[src/rtl/lfm_pkg.sv]
// ----------------------------------------------------------------------------
// lfm_pkg
// Shared types and codes for the link failover monitor: transaction payloads,
// configuration view, mode, event and register index codes.
// ----------------------------------------------------------------------------
package lfm_pkg;

   localparam int unsigned CsrIndexWidth = 3;

   localparam logic [2:0] MODE_DISCONNECTED = 3'd0;
   localparam logic [2:0] MODE_CONNECTING   = 3'd1;
   localparam logic [2:0] MODE_CONNECTED    = 3'd2;
   localparam logic [2:0] MODE_DEGRADED     = 3'd3;
   localparam logic [2:0] MODE_RECOVERING   = 3'd4;

   localparam logic [1:0] FUNC_POLL      = 2'd0;
   localparam logic [1:0] FUNC_NOTE      = 2'd1;
   localparam logic [1:0] FUNC_RECONNECT = 2'd2;

   localparam logic [1:0] LINK_NONE = 2'd0;

   localparam logic [CsrIndexWidth-1:0] CSR_PRIMARY_LINK   = 3'd0;
   localparam logic [CsrIndexWidth-1:0] CSR_FALLBACK_LINK  = 3'd1;
   localparam logic [CsrIndexWidth-1:0] CSR_FAILOVER_DELAY = 3'd2;
   localparam logic [CsrIndexWidth-1:0] CSR_RECOVERY_HOLD  = 3'd3;
   localparam logic [CsrIndexWidth-1:0] CSR_GATEWAY_MODE   = 3'd4;

   localparam logic [1:0]  RESET_PRIMARY  = 2'd1;
   localparam logic [1:0]  RESET_FALLBACK = 2'd3;
   localparam logic [31:0] DEFAULT_DELAY  = 32'd5000;
   localparam logic [31:0] DEFAULT_HOLD   = 32'd15000;

   typedef struct packed {
      logic [1:0]  func;
      logic [31:0] time_ms;
      logic        link_ready;
      logic        received;
      logic        sent_ok;
      logic [31:0] round_trip;
   } req_type;

   typedef struct packed {
      logic [2:0]  link_state;
      logic [1:0]  active_link;
      logic        switch_strobe;
      logic [31:0] failovers;
      logic [31:0] rx_count;
      logic [31:0] tx_count;
      logic [31:0] drop_count;
      logic [31:0] last_round_trip;
      logic [31:0] peak_round_trip;
   } rsp_type;

   typedef struct packed {
      logic [1:0]  primary_link;
      logic [1:0]  fallback_link;
      logic [31:0] delay;
      logic [31:0] half_delay;
      logic [31:0] hold;
      logic        gateway_mode;
   } cfg_type;

endpackage

[src/rtl/lfm_csr.sv]
// ----------------------------------------------------------------------------
// lfm_csr
// Configuration registers; substitutes the default delays for zero values.
// ----------------------------------------------------------------------------
module lfm_csr import lfm_pkg::*; (
   input  logic                     clock,
   input  logic                     reset,
   input  logic                     csr_write,
   input  logic [CsrIndexWidth-1:0] csr_index,
   input  logic [31:0]              csr_wdata,
   output cfg_type                  cfg
);

   logic [1:0]  primary_ff;
   logic [1:0]  fallback_ff;
   logic [31:0] delay_ff;
   logic [31:0] hold_ff;
   logic        gateway_ff;
   logic [31:0] eff_delay;

   always_ff @(posedge clock) begin
      if (reset) begin
         primary_ff  <= RESET_PRIMARY;
         fallback_ff <= RESET_FALLBACK;
         delay_ff    <= DEFAULT_DELAY;
         hold_ff     <= DEFAULT_HOLD;
         gateway_ff  <= 1'b0;
      end else if (csr_write) begin
         case (csr_index)
            CSR_PRIMARY_LINK:   primary_ff  <= csr_wdata[1:0];
            CSR_FALLBACK_LINK:  fallback_ff <= csr_wdata[1:0];
            CSR_FAILOVER_DELAY: delay_ff    <= csr_wdata;
            CSR_RECOVERY_HOLD:  hold_ff     <= csr_wdata;
            CSR_GATEWAY_MODE:   gateway_ff  <= csr_wdata[0];
            default: ;
         endcase
      end
   end

   assign eff_delay = (delay_ff == 32'd0) ? DEFAULT_DELAY : delay_ff;

   always_comb begin
      cfg.primary_link  = primary_ff;
      cfg.fallback_link = fallback_ff;
      cfg.delay         = eff_delay;
      cfg.half_delay    = {1'b0, eff_delay[31:1]};
      cfg.hold          = (hold_ff == 32'd0) ? DEFAULT_HOLD : hold_ff;
      cfg.gateway_mode  = gateway_ff;
   end

endmodule

[src/rtl/lfm_engine.sv]
// ----------------------------------------------------------------------------
// lfm_engine
// Monitor state and its single-pass update for one event transaction.
// ----------------------------------------------------------------------------
module lfm_engine import lfm_pkg::*; (
   input  logic    clock,
   input  logic    reset,
   input  logic    step,
   input  req_type req,
   input  cfg_type cfg,
   output rsp_type result
);

   logic        started_ff,        started_in;
   logic [2:0]  mode_ff,           mode_in;
   logic [31:0] last_good_ff,      last_good_in;
   logic [31:0] degraded_since_ff, degraded_since_in;
   logic [31:0] retry_since_ff,    retry_since_in;
   logic [1:0]  link_ff,           link_in;
   logic [31:0] failover_total_ff, failover_total_in;
   logic [31:0] rx_total_ff,       rx_total_in;
   logic [31:0] tx_total_ff,       tx_total_in;
   logic [31:0] drop_total_ff,     drop_total_in;
   logic [31:0] recent_rtt_ff,     recent_rtt_in;
   logic [31:0] peak_rtt_ff,       peak_rtt_in;
   logic        strobe;
   logic [31:0] silence;
   logic [31:0] in_degraded;
   logic [31:0] in_retry;

   assign silence     = req.time_ms - last_good_ff;
   assign in_degraded = req.time_ms - degraded_since_ff;
   assign in_retry    = req.time_ms - retry_since_ff;

   always_comb begin
      started_in        = started_ff;
      mode_in           = mode_ff;
      last_good_in      = last_good_ff;
      degraded_since_in = degraded_since_ff;
      retry_since_in    = retry_since_ff;
      link_in           = link_ff;
      failover_total_in = failover_total_ff;
      rx_total_in       = rx_total_ff;
      tx_total_in       = tx_total_ff;
      drop_total_in     = drop_total_ff;
      recent_rtt_in     = recent_rtt_ff;
      peak_rtt_in       = peak_rtt_ff;
      strobe            = 1'b0;
      case (req.func)
         FUNC_POLL: begin
            if (!started_ff) begin
               started_in        = 1'b1;
               failover_total_in = 32'd0;
               rx_total_in       = 32'd0;
               tx_total_in       = 32'd0;
               drop_total_in     = 32'd0;
               recent_rtt_in     = 32'd0;
               peak_rtt_in       = 32'd0;
               link_in           = cfg.primary_link;
               mode_in           = MODE_CONNECTING;
               last_good_in      = req.time_ms;
               if (req.link_ready) begin
                  mode_in = MODE_CONNECTED;
               end
            end else begin
               case (mode_ff)
                  MODE_DISCONNECTED: begin
                     if (req.link_ready) begin
                        mode_in = MODE_CONNECTING;
                     end
                  end
                  MODE_CONNECTING: begin
                     if (req.link_ready) begin
                        mode_in      = MODE_CONNECTED;
                        last_good_in = req.time_ms;
                     end
                  end
                  MODE_CONNECTED: begin
                     if (!cfg.gateway_mode && silence > cfg.delay &&
                         cfg.fallback_link != LINK_NONE) begin
                        mode_in           = MODE_DEGRADED;
                        degraded_since_in = req.time_ms;
                        failover_total_in = failover_total_ff + 32'd1;
                        link_in           = cfg.fallback_link;
                        strobe            = 1'b1;
                     end
                  end
                  MODE_DEGRADED: begin
                     if (in_degraded >= cfg.hold) begin
                        mode_in        = MODE_RECOVERING;
                        retry_since_in = req.time_ms;
                        link_in        = cfg.primary_link;
                        strobe         = 1'b1;
                     end
                  end
                  MODE_RECOVERING: begin
                     if (req.link_ready && silence < cfg.delay) begin
                        mode_in = MODE_CONNECTED;
                     end else if (in_retry > cfg.half_delay) begin
                        mode_in           = MODE_DEGRADED;
                        degraded_since_in = req.time_ms;
                        link_in           = cfg.fallback_link;
                        strobe            = 1'b1;
                     end
                  end
                  default: ;
               endcase
            end
         end
         FUNC_NOTE: begin
            if (req.received) begin
               rx_total_in  = rx_total_ff + 32'd1;
               last_good_in = req.time_ms;
            end else begin
               tx_total_in = tx_total_ff + 32'd1;
               if (!req.sent_ok) begin
                  drop_total_in = drop_total_ff + 32'd1;
               end
            end
            if (req.round_trip != 32'd0) begin
               recent_rtt_in = req.round_trip;
               if (req.round_trip > peak_rtt_ff) begin
                  peak_rtt_in = req.round_trip;
               end
            end
         end
         FUNC_RECONNECT: begin
            mode_in      = MODE_CONNECTING;
            last_good_in = req.time_ms;
            link_in      = cfg.primary_link;
            strobe       = 1'b1;
         end
         default: ;
      endcase
   end

   always_ff @(posedge clock) begin
      if (reset) begin
         started_ff        <= 1'b0;
         mode_ff           <= MODE_DISCONNECTED;
         last_good_ff      <= 32'd0;
         degraded_since_ff <= 32'd0;
         retry_since_ff    <= 32'd0;
         link_ff           <= LINK_NONE;
         failover_total_ff <= 32'd0;
         rx_total_ff       <= 32'd0;
         tx_total_ff       <= 32'd0;
         drop_total_ff     <= 32'd0;
         recent_rtt_ff     <= 32'd0;
         peak_rtt_ff       <= 32'd0;
      end else if (step) begin
         started_ff        <= started_in;
         mode_ff           <= mode_in;
         last_good_ff      <= last_good_in;
         degraded_since_ff <= degraded_since_in;
         retry_since_ff    <= retry_since_in;
         link_ff           <= link_in;
         failover_total_ff <= failover_total_in;
         rx_total_ff       <= rx_total_in;
         tx_total_ff       <= tx_total_in;
         drop_total_ff     <= drop_total_in;
         recent_rtt_ff     <= recent_rtt_in;
         peak_rtt_ff       <= peak_rtt_in;
      end
   end

   always_comb begin
      result.link_state      = mode_in;
      result.active_link     = link_in;
      result.switch_strobe   = strobe;
      result.failovers       = failover_total_in;
      result.rx_count        = rx_total_in;
      result.tx_count        = tx_total_in;
      result.drop_count      = drop_total_in;
      result.last_round_trip = recent_rtt_in;
      result.peak_round_trip = peak_rtt_in;
   end

`ifndef SYNTHESIS
   a_reconnect_mode: assert property (@(posedge clock) disable iff (reset)
      step && req.func == FUNC_RECONNECT |=> mode_ff == MODE_CONNECTING)
      else $error("forced reconnect did not enter connecting");

   a_rx_count: assert property (@(posedge clock) disable iff (reset)
      step && started_ff && req.func == FUNC_NOTE && req.received
      |=> rx_total_ff == $past(rx_total_ff) + 32'd1)
      else $error("received packet not counted");

   a_started_holds: assert property (@(posedge clock) disable iff (reset)
      started_ff |=> started_ff)
      else $error("started flag cleared without reset");

   a_peak_bound: assert property (@(posedge clock) disable iff (reset)
      peak_rtt_ff >= recent_rtt_ff)
      else $error("peak round trip below latest round trip");
`endif

endmodule

[src/rtl/link_failover_monitor_unit.sv]
// ----------------------------------------------------------------------------
// link_failover_monitor_unit
// Link failover monitor: event transactions in, one status transaction out
// per event.
//
//   channel  direction  handshake              payload
//   req_     in         req_valid / req_ready  req_payload (req_type)
//   rsp_     out        rsp_valid / rsp_ready  rsp_payload (rsp_type)
//   csr_     in         csr_valid / csr_ready  csr_index, csr_wdata
//
// One transaction a cycle while rsp_ready is high, set by the single update
// pass of the monitor state; rsp_valid comes from the output register.
// Reset clears the monitor state and loads the default configuration.
// With rsp_ready low the result holds, one more event waits in the input
// register, and then req_ready drops. csr_ready is always high.
// ----------------------------------------------------------------------------
module link_failover_monitor_unit import lfm_pkg::*; (
   input  logic                     clock,
   input  logic                     reset,
   input  logic                     req_valid,
   output logic                     req_ready,
   input  req_type                  req_payload,
   output logic                     rsp_valid,
   input  logic                     rsp_ready,
   output rsp_type                  rsp_payload,
   input  logic                     csr_valid,
   output logic                     csr_ready,
   input  logic [CsrIndexWidth-1:0] csr_index,
   input  logic [31:0]              csr_wdata
);

   logic    in_valid_ff;
   req_type in_data_ff;
   logic    out_valid_ff;
   rsp_type out_data_ff;
   logic    step;
   cfg_type cfg;
   rsp_type result;

   assign csr_ready = 1'b1;
   assign step      = in_valid_ff && (!out_valid_ff || rsp_ready);
   assign req_ready = !in_valid_ff || step;

   lfm_csr u_csr (
      .clock     (clock),
      .reset     (reset),
      .csr_write (csr_valid && csr_ready),
      .csr_index (csr_index),
      .csr_wdata (csr_wdata),
      .cfg       (cfg)
   );

   lfm_engine u_engine (
      .clock  (clock),
      .reset  (reset),
      .step   (step),
      .req    (in_data_ff),
      .cfg    (cfg),
      .result (result)
   );

   always_ff @(posedge clock) begin
      if (reset) begin
         in_valid_ff  <= 1'b0;
         out_valid_ff <= 1'b0;
      end else begin
         if (req_ready) begin
            in_valid_ff <= req_valid;
         end
         if (step) begin
            out_valid_ff <= 1'b1;
         end else if (rsp_ready) begin
            out_valid_ff <= 1'b0;
         end
      end
   end

   always_ff @(posedge clock) begin
      if (req_valid && req_ready) begin
         in_data_ff <= req_payload;
      end
      if (step) begin
         out_data_ff <= result;
      end
   end

   assign rsp_valid   = out_valid_ff;
   assign rsp_payload = out_data_ff;

endmodule
[config.mk]
export PLATFORM = sky130hd
export DESIGN_NAME = link_failover_monitor_unit
export DESIGN_NICKNAME = d
export VERILOG_FILES = /design/src/rtl/lfm_pkg.sv /design/src/rtl/lfm_csr.sv /design/src/rtl/lfm_engine.sv /design/src/rtl/link_failover_monitor_unit.sv
export SDC_FILE = /design/constraint.sdc
export NUM_CORES = 2
export LEC_CHECK = 0
export BUFFER_PORTS_ARGS = -buffer_cell sky130_fd_sc_hd__buf_4
export CORE_MARGIN = 1
export CORE_UTILIZATION = 34
export CTS_BUF_LIST = sky130_fd_sc_hd__clkbuf_16
export DETAILED_ROUTE_END_ITERATION = 10
export PLACE_DENSITY_LB_ADDON = 0.25
export SETUP_SLACK_MARGIN = 0.02
export SLEW_MARGIN = 25
export SYNTH_ARGS = -nofsm -noshare
export SYNTH_HDL_FRONTEND = slang
export SYNTH_HIERARCHICAL = 1
export SYNTH_SLANG_ARGS = --single-unit
export TNS_END_PERCENT = 20
[constraint.sdc]
create_clock -name clock -period 7 [get_ports clock]
set_input_delay 0.7 -clock clock [delete_from_list [all_inputs] [get_ports clock]]
set_output_delay 0.7 -clock clock [all_outputs]
set_load 0.005 [all_outputs]
==> summary.md <==
| Metric | Value |
|---|---|
| Reg2Reg Launch Point | `in_data_ff[35]` |
| Net Count, Synth | `around 4200` |
| Total CTS buffers | `75` |
| M1 GR Usage | `0.252` |
| CP arrival | `roughly 6800 ps` |
| Yosys reg bits | `632` |
| Layout cells sized above 1 | `0.130` |
| Die ar. | `103000 µm²` |
| Sequential Power Share | `0.450` |
| RSZ-0062 raised after global routing | `no` |
| Clk slew on worst S/H paths | `~60 ps` |
| Count of warnings emitted by yosys | `6` |
| Total routing usage reported by global routing | `0.187` |
| Static Leak | `roughly 0.015 µW` |
| Largest net degree at the start of global routing | `around 150` |
| CTS H-Tree Depth | `3` |
| Max-slew headroom | `0.316` |
| Hold_buf cts | `0` |
| Hold Startpoint | `req_payload[5]` |
| Nets | `roughly 4300` |
| Met2 Usage GRT | `0.298` |
| Period minus WS final | `approximately 6300 ps` |
| Max-cap viol count | `0` |
| Vias in the first global route | `roughly 26000` |
| DRT iter0 DRCs | `2263` |
| WS Path Type | `reg -> reg` |
| CTS Root Cell | `clkbuf_16` |
| Busiest grt layer | `met2` |
| Setup TNS | `0 ps` |
| Unique masters post-synth | `98` |
| DRT Wirelength | `between 90000 and 100000 µm` |
| Total number of vias | `about 28000` |
| HP Class | `in -> reg` |
| Core Footprint | `~100000 µm²` |
| Capturing point of the worst reg2reg path | `u_engine/failover_total_ff[23]` |
| P&R area growth vs syn | `16.0%` |
| N_diodes | `0` |
| Most frequent cells in the layout | `nand2_1, dfxtp_1, buf_4, a21oi_1, inv_1` |
| DRC | `0` |
| Total grt overflow | `0` |
| DR pass1 iterations | `7` |
| Clock power frac | `0.420` |
| Post-route cell area | `between 40000 and 50000 µm²` |
| WL/cell | `18.5 µm` |
| Worst Clk Skew | `32.0 ps` |
| Die height | `between 300 and 400 µm` |
| Placed inst area | `between 30000 and 40000 µm²` |
| DIE WIDTH | `between 300 and 400 µm` |
| Top FF cell, synth | `dfxtp_1` |
| Outcome | `complete, no violations` |
| Seq/Total Area, Yosys | `0.443` |
| Final hold slack | `between 200 and 250 ps` |
| Req. time, crit path | `roughly 7500 ps` |
| Number of flops mapped to enable cells by yosys | `267` |
| Largest cells by area after synthesis | `edfxtp_1, dfxtp_1, ha_1` |
| Internal power | `roughly 6600 µW` |
| FMAX | `159 MHz` |
| Worst-margin pin slew | `~1000 ps` |
| Net Sw Frac | `0.272` |
| Period Utilization, post-route | `0.899` |
| Post-synth top area cell | `edfxtp_1` |
| CTS tree | `done` |
| Synth Cell Area | `approximately 35000 µm²` |
| Reg2reg path depth | `22` |
| Clock sink count | `between 600 and 700` |
| Switching power | `2470 µW` |
| Site Rows | `116` |
| Post-detailed-route count of antenna-violating nets | `0` |
| First-pass GRT wire length | `152000 µm` |
| Resize count post-CTS | `0` |
| GPL Wtd Cong | `~0.85` |
| Clk Latency, worst-skew pair | `~650 ps` |
| Post-Synthesis Cells | `3825` |
| Pwr dens | `226 nW/µm²` |
| Fraction of registers with async set/reset | `0` |
| R2r setup slk | `~710 ps` |
| Buffers on Ports | `between 300 and 400` |
| CTS max path bufs | `3` |
| Starting Density | `0.345` |
| Commonest non-fill, non-tap cell in the layout | `nand2_1` |
| Met3 global-route usage | `0.0365` |
| Vias per inst | `between 5 and 6` |
| Final Max Tran Viols | `0` |
| Final setup vio count | `0` |
| Share of the synthesized area in the top cell type | `0.232` |
| DP HPWL | `approximately 69000 µm` |
| Startpoint types | `flip-flop` |
| Worst Hold Depth | `1` |
| WHS Endpoint | `in_data_ff[5]` |
| Endpoint class of the critical path | `flip-flop` |
| Post-CTS setup buffer count | `0` |
| Initial antenna violation count | `4` |
| Hold Fails Final Rpt | `0` |
| Mapped Avg Cell Area | `around 9.1 µm²` |
| Power share of the combinational group | `0.130` |
| CP max FO | `15` |
| Peak VDD IR | `between 0.15 and 0.2 mV` |
| Total Power Consumption | `slightly above 9000 µW` |
| Top Ports | `310` |
[worst max-delay path by stage]
stage,from,endpoint,slack [ps],cells past startpoint
6_report,in_data_ff[35],u_engine/failover_total_ff[23],710,22
5_1_grt,in_data_ff[35],u_engine/failover_total_ff[23],80,22
4_1_cts,in_data_ff[35],u_engine/degraded_since_ff[29],530,23
3_5_place_dp,in_data_ff[35],u_engine/degraded_since_ff[26],520,23
3_3_place_gp,in_data_ff[35],rsp_payload[195],710,21
2_1_floorplan,in_data_ff[35],rsp_payload[166],1770,24
[Yosys cell counts (all sizes together), types with 26 or more instances]
master / n
nand2: 525
dfxtp: 365
a21oi: 315
edfxtp: 267
nor2: 267
inv: 250
ha: 228
o21ai: 220
clkbuf: 185
nand3: 120
a22o: 105
buf: 91
mux2i: 80
xnor2: 69
a21o: 66
xor2: 66
nand4: 51
and3: 49
nor3: 46
nor4: 38
o31ai: 38
a31oi: 37
nand2b: 26
[metal layers]
layer,wire length [µm],up-vias,part of all wire
li1,-,13900,-
met1,45800,13300,0.46
met2,45000,694,0.45
met3,5810,148,0.058
met4,2760,6,0.028
met5,40,-,0.00040
[cell families after synthesis]
| kind of cell | share of synthesized area |
|---|---|
| muxes | 0.0249 |
| buffers and inverters | 0.0636 |
| and+or+nand+nor | 0.171 |
| DFF | 0.443 |
| xor gates and xnor gates | 0.0341 |
| AOI/OAI and AO/OA | 0.179 |
| adders and majority gates | 0.0841 |
| other | 0.000217 |
[registers in the layout (all words and copies together), names as in the netlist, 3 cells and up]
register / cells
u_engine/mode_ff: 3
u_engine/rx_total_ff: 32
u_engine/last_good_ff: 32
u_engine/peak_rtt_ff: 32
u_engine/failover_total_ff: 32
u_engine/tx_total_ff: 32
u_engine/drop_total_ff: 32
in_data_ff: 69
u_csr/hold_ff: 32
rsp_payload: 198
u_engine/recent_rtt_ff: 32
u_csr/delay_ff: 32
u_engine/degraded_since_ff: 32
u_engine/retry_since_ff: 32
[power groups by stage]
stage	Combinational (µW)	Clock (µW)	Sequential [µW]
5_1_grt	1320	4080	4100
3_3_place_gp	1170	0	4170
2_1_floorplan	781	0	4120
3_5_place_dp	1170	0	4170
4_1_cts	1180	3940	4090
6_report	1180	3820	4090
[cell type report]
cell class	count	area, µm²
Sequential cell	632	15300
Tap cell	1357	1700
Timing Repair Buffer	342	2600
Clock buffer	77	1930
Clock inverter	62	458
Multi-Input combinational cell	2665	17200
Fill cell	10100	60300
Inverter	252	947
[stage by stage]
step / util / cells / setup slack, ps
6_report: 0.400 / 5387 / 708
5_1_grt: 0.400 / 5387 / 75.2
4_1_cts: 0.400 / 5387 / 527
3_5_place_dp: 0.376 / 5248 / 516
3_3_place_gp: 0.376 / 5248 / 714
2_1_floorplan: - / 3825 / 1770
[worst max-delay path, cell delays in order (launching register included)]
cell      delay [ps]
edfxtp_1         430
inv_1            140
ha_1             180
inv_1             50
fa_1             390
a21o_1           180
a211oi_1         300
o21ai_1          140
a221oi_2         470
o21ai_1          160
o21ai_1          320
o211ai_1         220
a311oi_1         360
xnor2_1          120
ha_1             300
nand4_1          130
nor4_1           570
o211a_1          310
o21ai_4          150
nor3_4           560
and3_1           320
nor4b_1           70
a311o_1          300
Power figures use the tool's default switching activity.
